### src/hdl/tlt_pkg.sv
`timescale 1ns / 1ps

package tlt_pkg;

   // Width of the handshake tick counter.
   localparam int COUNT_BITS = 20;

   // Width of the timeout registers.
   localparam int REG_BITS = 20;

   // Width used to compare the counter against a timeout limit.
   localparam int CMP_BITS = ((COUNT_BITS > REG_BITS) ? COUNT_BITS : REG_BITS) + 1;

   // The counter gives up when it reaches the top of its range.
   localparam logic [COUNT_BITS:0] COUNT_TOP = {1'b0, {COUNT_BITS{1'b1}}};

   localparam logic [REG_BITS-1:0] HANDSHAKE_TIMEOUT_RESET = REG_BITS'(500000);
   localparam logic [REG_BITS-1:0] PROBE_TIMEOUT_RESET     = REG_BITS'(1024);

   // Register indexes on the configuration port.
   localparam logic CSR_HANDSHAKE_TIMEOUT = 1'b0;
   localparam logic CSR_PROBE_TIMEOUT     = 1'b1;

   // Result codes. Codes one to three name the tribble that timed out.
   localparam logic [2:0] RES_OK        = 3'd0;
   localparam logic [2:0] RES_NOT_FOUND = 3'd4;

   typedef enum logic [1:0] {
      FUNC_NONE    = 2'd0,
      FUNC_SEND    = 2'd1,
      FUNC_RECEIVE = 2'd2,
      FUNC_PROBE   = 2'd3
   } func_type;

   typedef enum logic [6:0] {
      PH_IDLE     = 7'b0000001,
      PH_PROBE    = 7'b0000010,
      PH_RX_STB   = 7'b0000100,
      PH_RX_UNSTB = 7'b0001000,
      PH_TX_FREE  = 7'b0010000,
      PH_TX_SETUP = 7'b0100000,
      PH_TX_ACK   = 7'b1000000
   } phase_type;

   // Lines that we drive toward the partner.
   typedef struct packed {
      logic       busy;
      logic       strobe;
      logic [2:0] data;
   } line_type;

   localparam line_type LINE_IDLE = '{busy: 1'b1, strobe: 1'b0, data: 3'd0};
   localparam line_type LINE_LOW  = '{busy: 1'b0, strobe: 1'b0, data: 3'd0};

   // One input word: a request and the sampled partner lines.
   typedef struct packed {
      func_type   func;
      logic [7:0] tx_byte;
      logic       strobe_in;
      logic       busy_in;
      logic [2:0] tribble_in;
   } req_item_type;

   // One result word.
   typedef struct packed {
      logic       busy_out;
      logic       strobe_out;
      logic [2:0] data_out;
      logic       ready_res;
      logic       done_res;
      logic [2:0] result_code;
      logic [7:0] rx_byte;
   } rsp_item_type;

endpackage

### src/hdl/tlt_in_reg.sv
`timescale 1ns / 1ps

module tlt_in_reg (
   input  logic                  clock,
   input  logic                  reset,
   input  logic                  req_valid,
   output logic                  req_stall,
   input  tlt_pkg::req_item_type req_item,
   input  logic                  down_ready,
   output logic                  step_en,
   output tlt_pkg::req_item_type step_item
);

   logic                  full_ff;
   logic                  full_in;
   tlt_pkg::req_item_type item_ff;
   logic                  take;

   // The held word moves on whenever the result register can take it.
   assign step_en   = full_ff & down_ready;
   assign req_stall = full_ff & ~down_ready;
   assign take      = req_valid & ~req_stall;
   assign step_item = item_ff;

   always_comb begin
      full_in = full_ff;
      if (take) begin
         full_in = 1'b1;
      end else if (step_en) begin
         full_in = 1'b0;
      end
   end

   always_ff @(posedge clock) begin
      if (reset) begin
         full_ff <= 1'b0;
      end else begin
         full_ff <= full_in;
      end
   end

   // Payload needs no reset.
   always_ff @(posedge clock) begin
      if (take) begin
         item_ff <= req_item;
      end
   end

endmodule

### src/hdl/tlt_fsm.sv
`timescale 1ns / 1ps

module tlt_fsm (
   input  logic                                clock,
   input  logic                                reset,
   input  logic                                step_en,
   input  tlt_pkg::req_item_type               step_item,
   input  logic [tlt_pkg::REG_BITS-1:0]        handshake_timeout,
   input  logic [tlt_pkg::REG_BITS-1:0]        probe_timeout,
   output tlt_pkg::rsp_item_type               step_result
);

   tlt_pkg::phase_type                 phase_ff;
   tlt_pkg::phase_type                 phase_in;
   tlt_pkg::func_type                  operation_ff;
   tlt_pkg::func_type                  operation_in;
   logic [1:0]                         index_ff;
   logic [1:0]                         index_in;
   logic [tlt_pkg::COUNT_BITS-1:0]     wait_ff;
   logic [tlt_pkg::COUNT_BITS-1:0]     wait_in;
   logic [7:0]                         shift_ff;
   logic [7:0]                         shift_in;
   tlt_pkg::line_type                  line_ff;
   tlt_pkg::line_type                  line_in;

   logic [tlt_pkg::COUNT_BITS:0]       tick;
   logic [tlt_pkg::REG_BITS-1:0]       limit;
   logic                               expired;
   logic [tlt_pkg::COUNT_BITS-1:0]     wait_step;
   logic [2:0]                         timeout_code;
   logic [2:0]                         tx_tribble;
   logic [7:0]                         rx_merge;
   logic [1:0]                         index_inc;
   logic                               stb_low;
   logic                               done;
   logic [2:0]                         code;
   logic [7:0]                         rx;

   assign stb_low      = ~step_item.strobe_in;
   assign index_inc    = index_ff + 2'd1;
   assign timeout_code = {1'b0, index_ff} + 3'd1;

   // One failed tick: raise the count, or give up at the limit or counter top.
   assign tick    = {1'b0, wait_ff} + {{tlt_pkg::COUNT_BITS{1'b0}}, 1'b1};
   assign limit   = (phase_ff == tlt_pkg::PH_PROBE) ? probe_timeout : handshake_timeout;
   assign expired = (tlt_pkg::CMP_BITS'(tick) >= tlt_pkg::CMP_BITS'(limit)) ||
                    (tick >= tlt_pkg::COUNT_TOP);
   assign wait_step = expired ? '0 : tick[tlt_pkg::COUNT_BITS-1:0];

   // Tribble to send: low bits, middle bits, then the top two bits.
   always_comb begin
      case (index_ff)
         2'd0:    tx_tribble = shift_ff[2:0];
         2'd1:    tx_tribble = shift_ff[5:3];
         2'd2:    tx_tribble = {1'b0, shift_ff[7:6]};
         default: tx_tribble = 3'd0;
      endcase
   end

   // Received tribble merged into its place in the byte.
   always_comb begin
      case (index_ff)
         2'd0:    rx_merge = shift_ff | {5'd0, step_item.tribble_in};
         2'd1:    rx_merge = shift_ff | {2'd0, step_item.tribble_in, 3'd0};
         2'd2:    rx_merge = shift_ff | {step_item.tribble_in[1:0], 6'd0};
         default: rx_merge = shift_ff;
      endcase
   end

   // Next state for one tick.
   always_comb begin
      phase_in     = phase_ff;
      operation_in = operation_ff;
      index_in     = index_ff;
      wait_in      = wait_ff;
      shift_in     = shift_ff;
      line_in      = line_ff;
      done         = 1'b0;
      code         = tlt_pkg::RES_OK;
      rx           = 8'd0;
      case (phase_ff)
         tlt_pkg::PH_IDLE: begin
            if (step_item.func != tlt_pkg::FUNC_NONE) begin
               operation_in = step_item.func;
               index_in     = 2'd0;
               wait_in      = '0;
               if (step_item.func == tlt_pkg::FUNC_SEND) begin
                  shift_in = step_item.tx_byte;
                  line_in  = tlt_pkg::LINE_IDLE;
                  phase_in = tlt_pkg::PH_TX_FREE;
               end else begin
                  shift_in = 8'd0;
                  line_in  = tlt_pkg::LINE_LOW;
                  phase_in = (step_item.func == tlt_pkg::FUNC_RECEIVE) ?
                             tlt_pkg::PH_RX_STB : tlt_pkg::PH_PROBE;
               end
            end
         end
         tlt_pkg::PH_PROBE: begin
            if (stb_low) begin
               done     = 1'b1;
               phase_in = tlt_pkg::PH_IDLE;
            end else begin
               wait_in = wait_step;
               if (expired) begin
                  line_in  = tlt_pkg::LINE_IDLE;
                  done     = 1'b1;
                  code     = tlt_pkg::RES_NOT_FOUND;
                  phase_in = tlt_pkg::PH_IDLE;
               end
            end
         end
         tlt_pkg::PH_RX_STB: begin
            if (stb_low) begin
               shift_in = rx_merge;
               line_in  = tlt_pkg::LINE_IDLE;
               wait_in  = '0;
               phase_in = tlt_pkg::PH_RX_UNSTB;
            end else begin
               wait_in = wait_step;
               if (expired) begin
                  line_in  = tlt_pkg::LINE_IDLE;
                  done     = 1'b1;
                  code     = timeout_code;
                  phase_in = tlt_pkg::PH_IDLE;
               end
            end
         end
         tlt_pkg::PH_RX_UNSTB: begin
            if (!stb_low) begin
               index_in = index_inc;
               wait_in  = '0;
               if (index_inc == 2'd3) begin
                  done     = 1'b1;
                  rx       = shift_ff;
                  phase_in = tlt_pkg::PH_IDLE;
               end else begin
                  line_in  = tlt_pkg::LINE_LOW;
                  phase_in = tlt_pkg::PH_RX_STB;
               end
            end else begin
               wait_in = wait_step;
               if (expired) begin
                  done     = 1'b1;
                  code     = timeout_code;
                  phase_in = tlt_pkg::PH_IDLE;
               end
            end
         end
         tlt_pkg::PH_TX_FREE: begin
            if (!step_item.busy_in) begin
               line_in  = '{busy: 1'b0, strobe: 1'b0, data: tx_tribble};
               phase_in = tlt_pkg::PH_TX_SETUP;
            end else begin
               wait_in = wait_step;
               if (expired) begin
                  line_in  = tlt_pkg::LINE_IDLE;
                  done     = 1'b1;
                  code     = timeout_code;
                  phase_in = tlt_pkg::PH_IDLE;
               end
            end
         end
         tlt_pkg::PH_TX_SETUP: begin
            line_in  = '{busy: 1'b0, strobe: 1'b1, data: tx_tribble};
            wait_in  = '0;
            phase_in = tlt_pkg::PH_TX_ACK;
         end
         tlt_pkg::PH_TX_ACK: begin
            if (step_item.busy_in) begin
               line_in  = tlt_pkg::LINE_IDLE;
               index_in = index_inc;
               wait_in  = '0;
               if (index_inc == 2'd3) begin
                  done     = 1'b1;
                  phase_in = tlt_pkg::PH_IDLE;
               end else begin
                  phase_in = tlt_pkg::PH_TX_FREE;
               end
            end else begin
               wait_in = wait_step;
               if (expired) begin
                  line_in  = tlt_pkg::LINE_IDLE;
                  done     = 1'b1;
                  code     = timeout_code;
                  phase_in = tlt_pkg::PH_IDLE;
               end
            end
         end
         default: begin
            phase_in = tlt_pkg::PH_IDLE;
         end
      endcase
   end

   // The result shows the lines and phase after this tick.
   always_comb begin
      step_result.busy_out    = line_in.busy;
      step_result.strobe_out  = line_in.strobe;
      step_result.data_out    = line_in.data;
      step_result.ready_res   = (phase_in == tlt_pkg::PH_IDLE);
      step_result.done_res    = done;
      step_result.result_code = done ? code : tlt_pkg::RES_OK;
      step_result.rx_byte     = (done && operation_ff == tlt_pkg::FUNC_RECEIVE) ? rx : 8'd0;
   end

   always_ff @(posedge clock) begin
      if (reset) begin
         phase_ff     <= tlt_pkg::PH_IDLE;
         operation_ff <= tlt_pkg::FUNC_NONE;
         index_ff     <= 2'd0;
         wait_ff      <= '0;
         shift_ff     <= 8'd0;
         line_ff      <= tlt_pkg::LINE_IDLE;
      end else if (step_en) begin
         phase_ff     <= phase_in;
         operation_ff <= operation_in;
         index_ff     <= index_in;
         wait_ff      <= wait_in;
         shift_ff     <= shift_in;
         line_ff      <= line_in;
      end
   end

endmodule

### src/hdl/tlt_out_reg.sv
`timescale 1ns / 1ps

module tlt_out_reg (
   input  logic                  clock,
   input  logic                  reset,
   input  logic                  load,
   input  tlt_pkg::rsp_item_type load_item,
   output logic                  down_ready,
   output logic                  rsp_valid,
   input  logic                  rsp_stall,
   output tlt_pkg::rsp_item_type rsp_item
);

   logic                  valid_ff;
   logic                  valid_in;
   tlt_pkg::rsp_item_type item_ff;

   // A new word may enter when the register is empty or being read.
   assign down_ready = ~valid_ff | ~rsp_stall;
   assign rsp_valid  = valid_ff;
   assign rsp_item   = item_ff;

   always_comb begin
      valid_in = valid_ff;
      if (load) begin
         valid_in = 1'b1;
      end else if (valid_ff && !rsp_stall) begin
         valid_in = 1'b0;
      end
   end

   always_ff @(posedge clock) begin
      if (reset) begin
         valid_ff <= 1'b0;
      end else begin
         valid_ff <= valid_in;
      end
   end

   always_ff @(posedge clock) begin
      if (load) begin
         item_ff <= load_item;
      end
   end

endmodule

### src/hdl/tribble_link_transceiver_top.sv
`timescale 1ns / 1ps

// Tribble link transceiver. Each word on the req_ channel is one tick of the
// link: the sampled partner lines plus an optional request (send, receive or
// probe), and each produces exactly one rsp_ word with the lines we drive, the
// ready and done flags, the result code and the received byte. A word is
// taken in every cycle unless the rsp_ side stalls. Its result passes
// through the input register and the result register around the single-tick
// state update. Timeouts count words, not clock cycles, so stalls do not age
// a wait. The user is to write the timeout registers through csr_ while no
// request is running; the block itself does not enforce this.

module tribble_link_transceiver_top (
   input  logic                             clock,
   input  logic                             reset,
   input  logic                             csr_wr_en,
   input  logic                             csr_index,
   input  logic [tlt_pkg::REG_BITS-1:0]     csr_wr_data,
   input  logic                             req_valid,
   output logic                             req_stall,
   input  logic [1:0]                       req_func,
   input  logic [7:0]                       req_tx_byte,
   input  logic                             req_strobe_in,
   input  logic                             req_busy_in,
   input  logic [2:0]                       req_tribble_in,
   output logic                             rsp_valid,
   input  logic                             rsp_stall,
   output logic                             rsp_busy_out,
   output logic                             rsp_strobe_out,
   output logic [2:0]                       rsp_data_out,
   output logic                             rsp_ready_res,
   output logic                             rsp_done_res,
   output logic [2:0]                       rsp_result_code,
   output logic [7:0]                       rsp_rx_byte
);

   logic [tlt_pkg::REG_BITS-1:0] handshake_timeout_ff;
   logic [tlt_pkg::REG_BITS-1:0] probe_timeout_ff;
   tlt_pkg::req_item_type        req_item;
   tlt_pkg::req_item_type        step_item;
   tlt_pkg::rsp_item_type        step_result;
   tlt_pkg::rsp_item_type        rsp_item;
   logic                         step_en;
   logic                         down_ready;

   // Timeout registers.
   always_ff @(posedge clock) begin
      if (reset) begin
         handshake_timeout_ff <= tlt_pkg::HANDSHAKE_TIMEOUT_RESET;
         probe_timeout_ff     <= tlt_pkg::PROBE_TIMEOUT_RESET;
      end else if (csr_wr_en) begin
         if (csr_index == tlt_pkg::CSR_HANDSHAKE_TIMEOUT) begin
            handshake_timeout_ff <= csr_wr_data;
         end
         if (csr_index == tlt_pkg::CSR_PROBE_TIMEOUT) begin
            probe_timeout_ff <= csr_wr_data;
         end
      end
   end

   // Gather the input word.
   always_comb begin
      req_item.func       = tlt_pkg::func_type'(req_func);
      req_item.tx_byte    = req_tx_byte;
      req_item.strobe_in  = req_strobe_in;
      req_item.busy_in    = req_busy_in;
      req_item.tribble_in = req_tribble_in;
   end

   tlt_in_reg u_in_reg (
      .clock      (clock),
      .reset      (reset),
      .req_valid  (req_valid),
      .req_stall  (req_stall),
      .req_item   (req_item),
      .down_ready (down_ready),
      .step_en    (step_en),
      .step_item  (step_item)
   );

   tlt_fsm u_fsm (
      .clock             (clock),
      .reset             (reset),
      .step_en           (step_en),
      .step_item         (step_item),
      .handshake_timeout (handshake_timeout_ff),
      .probe_timeout     (probe_timeout_ff),
      .step_result       (step_result)
   );

   tlt_out_reg u_out_reg (
      .clock      (clock),
      .reset      (reset),
      .load       (step_en),
      .load_item  (step_result),
      .down_ready (down_ready),
      .rsp_valid  (rsp_valid),
      .rsp_stall  (rsp_stall),
      .rsp_item   (rsp_item)
   );

   // Split the result word onto its ports.
   assign rsp_busy_out    = rsp_item.busy_out;
   assign rsp_strobe_out  = rsp_item.strobe_out;
   assign rsp_data_out    = rsp_item.data_out;
   assign rsp_ready_res   = rsp_item.ready_res;
   assign rsp_done_res    = rsp_item.done_res;
   assign rsp_result_code = rsp_item.result_code;
   assign rsp_rx_byte     = rsp_item.rx_byte;

   // A finished request always leaves the block idle.
   a_done_ready: assert property (@(posedge clock) disable iff (reset)
      rsp_valid && rsp_done_res |-> rsp_ready_res)
      else $error("done reported while not idle");

   // A received byte only appears with a successful completion.
   a_rx_ok: assert property (@(posedge clock) disable iff (reset)
      rsp_valid && (rsp_rx_byte != 8'd0) |->
         rsp_done_res && (rsp_result_code == tlt_pkg::RES_OK))
      else $error("received byte without successful completion");

   // A result code is only given with done.
   a_code_done: assert property (@(posedge clock) disable iff (reset)
      rsp_valid && (rsp_result_code != tlt_pkg::RES_OK) |-> rsp_done_res)
      else $error("result code without done");

   // Strobe is only driven while busy is dropped.
   a_strobe_busy: assert property (@(posedge clock) disable iff (reset)
      rsp_valid && rsp_strobe_out |-> !rsp_busy_out && !rsp_ready_res)
      else $error("strobe driven with busy raised or while idle");

endmodule

### config.mk
export PLATFORM = sky130hd
export DESIGN_NAME = tribble_link_transceiver_top
export DESIGN_NICKNAME = d
export VERILOG_FILES = /design/src/hdl/tlt_pkg.sv /design/src/hdl/tlt_in_reg.sv /design/src/hdl/tlt_fsm.sv /design/src/hdl/tlt_out_reg.sv /design/src/hdl/tribble_link_transceiver_top.sv
export SDC_FILE = /design/constraint.sdc
export NUM_CORES = 1
export LEC_CHECK = 0
export ABC_AREA = 1
export BUFFER_PORTS_ARGS = -buffer_cell sky130_fd_sc_hd__buf_4
export CORE_MARGIN = 4
export CORE_UTILIZATION = 45
export CTS_BUF_LIST = sky130_fd_sc_hd__clkbuf_4 sky130_fd_sc_hd__clkbuf_8
export DETAILED_ROUTE_END_ITERATION = 6
export GPL_TIMING_DRIVEN = 0
export PLACE_DENSITY = 0.68
export SETUP_SLACK_MARGIN = 0.05
export SYNTH_ARGS = -nofsm -noshare
export SYNTH_HDL_FRONTEND = slang
export SYNTH_SLANG_ARGS = --single-unit
### constraint.sdc
create_clock -name clock -period 6.1 [get_ports clock]
set_clock_uncertainty 0.05 [all_clocks]
set_input_delay 0 -clock clock [delete_from_list [all_inputs] [get_ports clock]]
set_output_delay 0 -clock clock [all_outputs]
set_load 0.02 [all_outputs]
======== Word-level counts from Yosys, hierarchy flattened ========
Cells that the tools add are included.
word-level totals
  bits in registers ....................... 119
  output and inout port bits .............. 20
  logic and storage cells ................. 141
cells by class
  order comparisons ....................... 2
  reductions and logical operators ........ 18
  muxes and demuxes ....................... 61
  bitwise gates (word level) .............. 12
  eq/ne operators ......................... 21
  $add $sub $neg .......................... 3
operator list
  kind                                                                  count
  2-to-1 mux 20 bit                                                     8
  one-hot mux 20 bit (7 select lines)                                   1
  2-to-1 mux 7 bit                                                      8
  2-to-1 mux 5 bit                                                      10
  one-hot mux 7 bit (7 select lines)                                    1
  one-hot mux 5 bit (7 select lines)                                    1
  2-to-1 mux 3 bit                                                      9
  2-to-1 mux 8 bit                                                      3
  one-hot mux 8 bit (3 select lines)                                    1
  adder 20 x 1 -> 21 bit (second input constant)                        1
  greater-or-equal comparator 21 x 20 -> 1 bit                          1
  greater-or-equal comparator 21 x 20 -> 1 bit (second input constant)  1
  one-hot mux 8 bit (2 select lines)                                    1
  one-hot mux 3 bit (5 select lines)                                    1
  AND reduction 5 bit                                                   3
  == test 7 x 1 -> 1 bit (second input constant)                        2
  2-to-1 mux 1 bit                                                      11
  inequality test 2 bit (second input constant)                         5
  one-hot mux 3 bit (3 select lines)                                    1
  == test 2 bit (second input constant)                                 4
  OR 8 x 3 -> 8 bit                                                     1
  OR 8 x 6 -> 8 bit                                                     1
  OR 8 bit                                                              1
  nonzero test 2 bit                                                    4
  26 further kinds                                                      37

======== Logic depth before layout (Yosys ltp) ========
  depth in word-level cells ............... 9
  depth in mapped cells ................... 24

======== Cells and area by module ========
A second synthesis with hierarchy kept.
unflattened totals
  cells, all modules ...................... 922
  area total of the unflattened synthesis .. 6,735.2 µm²
by module, submodules not included
  module                        cells each  seq. area each (µm²)  area each (µm²)  instances
  tlt_fsm                       670         880.8                 4,140.2          1
  tribble_link_transceiver_top  206         800.8                 1,508.9          1
  tlt_out_reg                   22          560.5                 579.3            1
  tlt_in_reg                    24          470.5                 506.7            1

======== Least setup slack after synthesis ========
OpenSTA, ideal clock, no wires.
  path kind ............................... flip-flop to flip-flop
  from .................................... register u_fsm.phase_ff[6]
  to ...................................... register u_fsm.wait_ff[14] (netlist name)
  arrival ................................. 3.003 ns
  path slack .............................. 2.981 ns
  cell stages (with the launch flop) ...... 22
  library setup time ...................... 0.066 ns
  data required time ...................... 5.984 ns
  buffers on the path ..................... 2
  path through ............................ dfxtp_1 -> inv_1 -> nand3_1 -> inv_1 -> nand4_2 -> buf_1 -> mux2i_1 -> ha_1 -> nand2_1 -> inv_1 -> o21ai_0 -> nand2_1 -> nand2_1 -> nand3_1 -> nor2_1 -> nor2_1 -> nor2_4 -> nand2_8 -> nor3_4 -> buf_6 -> nand2_1 -> a21oi_2
on the way
  longest elaborated chain between the ends .. 7
RTL lines
  what                                          line                          source
  from (decl)                                   tlt_fsm.sv:13                 tlt_pkg::phase_type phase_ff;
  from (signal assigned)                        tlt_fsm.sv:209                phase_ff <= tlt_pkg::PH_IDLE;
  from (signal assigned)                        tlt_fsm.sv:216                phase_ff <= phase_in;
  == test 7 x 2 -> 1 bit                        tlt_fsm.sv:45, tlt_fsm.sv:81
  2-to-1 mux 20 bit                             tlt_fsm.sv:45                 assign limit = (phase_ff == tlt_pkg::PH_PROBE) ? probe_timeout : handshake_timeout;
  greater-or-equal comparator 21 x 20 -> 1 bit  tlt_fsm.sv:46                 assign expired = (tlt_pkg::CMP_BITS'(tick) >= tlt_pkg::CMP_BITS'(limit)) ||
  logical OR 1 bit                              tlt_fsm.sv:46
  2-to-1 mux 20 bit                             tlt_fsm.sv:48                 assign wait_step = expired ? '0 : tick[tlt_pkg::COUNT_BITS-1:0];
  2-to-1 mux 20 bit (on tied branches)          n/a
  one-hot mux 20 bit (7 select lines)           tlt_fsm.sv:81                 case (phase_ff)
  to (signal assigned)                          tlt_fsm.sv:219                wait_ff <= wait_in;
  to (decl)                                     tlt_fsm.sv:19                 logic [tlt_pkg::COUNT_BITS-1:0] wait_ff;
Several ways; a longest one is shown, not always the timed one. The select of a mux whose other input is x is not followed.
A chain may end at the register's enable or synchronous reset.

======== Final worst setup path ========
  from .................................... register u_fsm.phase_ff[4]
  to ...................................... register u_fsm.wait_ff[13] (netlist name)
Same word-level chain as after synthesis.

==> summary.md <==
| Metric | Value |
|---|---|
| Outcome | `finished clean` |
| CP arrival | `around 4.3 ns` |
| Yosys reg bits | `119` |
| PD cells | `218 mW/mm²` |
| Flop2flop setup slack | `2.17 ns` |
| Critical Path RT | `6.44 ns` |
| Adder-cell share of the synthesized area | `5.69%` |
| Hold Path Class | `input port to flop` |
| Core Util, Final | `55.4%` |
| DRC viols | `0` |
| Main combinational cell family by area after synthesis | `simple AND/OR/NAND/NOR gates` |
| Initial Util | `45.6%` |
| Avg Inst Size Synth | `about 7.6 µm²` |
| Cell taking the most area after synthesis | `dfxtp_1` |
| Worst slew pin tran | `between 0.8 and 0.9 ns` |
| Ys async rst share | `0%` |
| Worst path most repeated cell | `nor2_1` |
| Critical path endpoint category | `flop` |
| CTS tree | `yes` |
| Setup crit end | `u_fsm.wait_ff[13]` |
| Final WL | `16400 µm` |
| Synth cell count leaders | `179 x nand2_1, 127 x nor2_1, 98 x inv_1` |
| Initial antenna violation count | `0` |
| Grt total ovfl | `0` |
| Synth warnings | `0` |
| H-tree depth | `4` |
| Total track usage | `20.7%` |
| Final setup fails | `0` |
| Share of cells above drive strength 1 | `14.9%` |
| Total clock sinks | `119` |
| DIE HEIGHT | `129 µm` |
| Worst path slowest cell | `buf_1` |
| Setup crit start kind | `flop` |
| Reg clk slew, reported paths | `approximately 0.07 ns` |
| CP Cell Sequence | `inv_1 -> nand3_1 -> inv_1 -> nand4_2 -> buf_1 -> mux2i_1 -> ha_1 -> nand2_1 -> nor2_1 -> and3_1 -> nand2_1 -> nor2_1 -> nor2_1 -> nor2_1 -> nor2_4 -> nand2_8 -> nor3_4 -> buf_6 -> nand2_2 -> a21oi_2` |
| Vias in the first global route | `around 5600` |
| Primary FF master, synth | `dfxtp_1` |
| Number of I/O pins | `61` |
| Max VDD drop | `0.000185 V` |
| Synth Area in Simple Gates | `29.1%` |
| Fin crit share | `64.4%` |
| TNS Setup | `0 ns` |
| Core ar. | `about 0.014 mm²` |
| CTS buffer count | `17` |
| Wire length per cell | `roughly 14 µm` |
| # diodes | `0` |
| Vias | `between 6000 and 7000` |
| P&R area growth vs syn | `21.6%` |
| DP Wirelength | `approximately 12000 µm` |
| Leakage power | `about 3.6 nW` |
| Iteration count of the initial detailed-routing pass | `5` |
| Post-route design area | `between 0.008 and 0.009 mm²` |
| GR peak layer | `met2` |
| Grt met2 use | `31.9%` |
| Post-Syn Instances | `865` |
| Sequential share of the synthesized area | `41.1%` |
| Clk_lat worst skew | `0.46 ns` |
| Final Max Tran Viols | `0` |
| First-pass GRT wire length | `around 27000 µm` |
| Fin crit period | `3.93 ns` |
| Die ar. | `0.0167 mm²` |
| GP Congestion | `0.944` |
| Max-Cap Viols | `0` |
| Placed cell areas | `~0.0073 mm²` |
| Post-synth top area share | `26.1%` |
| Met1 GRT Util | `28.9%` |
| Root Driver | `clkbuf_8` |
| R2r endpoint | `u_fsm.wait_ff[13]` |
| Rel. slew slack | `around 45%` |
| Nets@finish | `1054` |
| Final hold viol count | `0` |
| Mux cell area share after synthesis | `2.88%` |
| Mapped Nets | `936` |
| Longest Clk Path Bufs | `2` |
| GRT met3 Usage | `4.25%` |
| Synth Area in Compound Gates | `13.0%` |
| Most common cell in the netlist | `nand2_1` |
| Vias/cell | `5.10` |
| Worst setup path class | `flop to flop` |
| Synth cell types | `47` |
| Port Buffer Count | `about 60` |
| Max Clk Rate | `approximately 250 MHz` |
| RSZ-0062 raised after global routing | `no` |
| DRT antenna net count | `0` |
| Largest net degree at the start of global routing | `28` |
| Crit Path Max Fanout | `10` |
| Worst R2R Start | `u_fsm.phase_ff[4]` |
| Critical Path Source | `u_fsm.phase_ff[4]` |
| Initial DRC Count | `463` |
| Die width | `129 µm` |
| Synthesized area | `between 0.006 and 0.007 mm²` |
| XOR/XNOR share of the synthesized area | `0.133%` |
| Post-synth EDFFs | `33` |
| Synth top area cells | `dfxtp_1 26%, edfxtp_1 15%, nand2_1 10%` |
| Crit path largest cell delay | `about 0.65 ns` |
| R2R cell count | `20` |
| Std-Cell Rows | `44` |
## layout make-up
| cell class | instances | area, µm² |
|---|---|---|
| fillers | 1355 | 6450 |
| plain buffers | 29 | 153 |
| inverters | 101 | 379 |
| multi-input cells | 616 | 3360 |
| well taps | 184 | 230 |
| flip-flops and latches | 119 | 2710 |
| clock buffers | 24 | 299 |
| repair buffers | 99 | 843 |
| clock inverters | 8 | 51.3 |
## critical path: cells and delay by family (launching register included)
family / cells / cell delay (ns)
muxes: 1 / 0.39
buffers and inverters: 4 / 1.04
and+or+nand+nor: 13 / 1.52
adders and majority gates: 1 / 0.31
DFF: 1 / 0.41
AOI/OAI and AO/OA: 1 / 0.12
## per-layer routing
metal	wire, µm	share of wire, %
met2	7310	45
met1	7980	49
met4	313	1.9
met5	0	0
met3	766	4.7
## worst min path at each step
stage                      startpoint                       end  slack, ns  cells after the start
floorplan           req_tribble_in[0]     u_in_reg.step_item[0]       0.05                      0
global placement       req_tx_byte[2]     u_in_reg.step_item[7]       0.13                      1
detailed placement     req_tx_byte[0]     u_in_reg.step_item[5]       0.13                      1
CTS                         csr_index  handshake_timeout_ff[16]       0.08                      5
global route                csr_index  handshake_timeout_ff[18]       0.13                      5
finish                      csr_index  handshake_timeout_ff[13]       0.10                      5
## power by group
part,total [mW],switching [mW],internal (mW)
combinational,0.233,0.137,0.0958
clock,0.643,0.321,0.322
sequential,0.878,0.0227,0.855
## placed cells by master (no fill, tap or decap), drive strengths merged, types with 4 or more instances in the layout
cell and instances:
nand2 194, inv 101, nand3 53, ha 30, nor2 138, nor3 10
a31oi 5, nand3b 6, dlygate4sd3 40, o211ai 6, o21ai 63, dfxtp 86
clkinv 5, nand4 13, buf 68, o22ai 5, mux2i 19, a21oi 50
clkbuf 44, o32ai 4, edfxtp 33
## sequential cells by signal, indices dropped and copies added, names as in the netlist
name,flops
u_fsm.operation_ff,2
u_fsm.phase_ff,7
probe_timeout_ff,20
handshake_timeout_ff,20
u_out_reg.rsp_valid,1
u_fsm.wait_ff,20
u_out_reg.rsp_item,18
u_in_reg.full_ff,1
u_fsm.line_ff,5
u_fsm.index_ff,2
u_fsm.shift_ff,8
u_in_reg.step_item,15
## timing repair
action	in CTS	in global routing
hold buffers	40	0
buffers inserted	0	0
endpoints found under the hold margin	79	0
gates resized for setup	0	0
## cell families (layout without fill, tap and decap cells)
kind of cell	after synthesis	count (layout)
and+or+nand+nor	419	419
AOI/OAI and AO/OA	147	147
buffers and inverters	130	261
DFF	119	119
adders and majority gates	30	30
muxes	19	19
xor gates and xnor gates	1	1
## per-stage QoR
stage | std cells | worst slack (ns) | hold slack, ns | power [mW]
after floorplan | 865 | 2.98 | 0.0489 | 1.03
after global placement | 1108 | 2.23 | 0.129 | 1.10
after detailed placement | 1108 | 2.23 | 0.129 | 1.11
after CTS | 1180 | 2.17 | 0.0832 | 1.76
after global routing | 1180 | 1.86 | 0.129 | 1.83
final | 1180 | 2.17 | 0.101 | 1.75
Power figures use the tool's default switching activity.
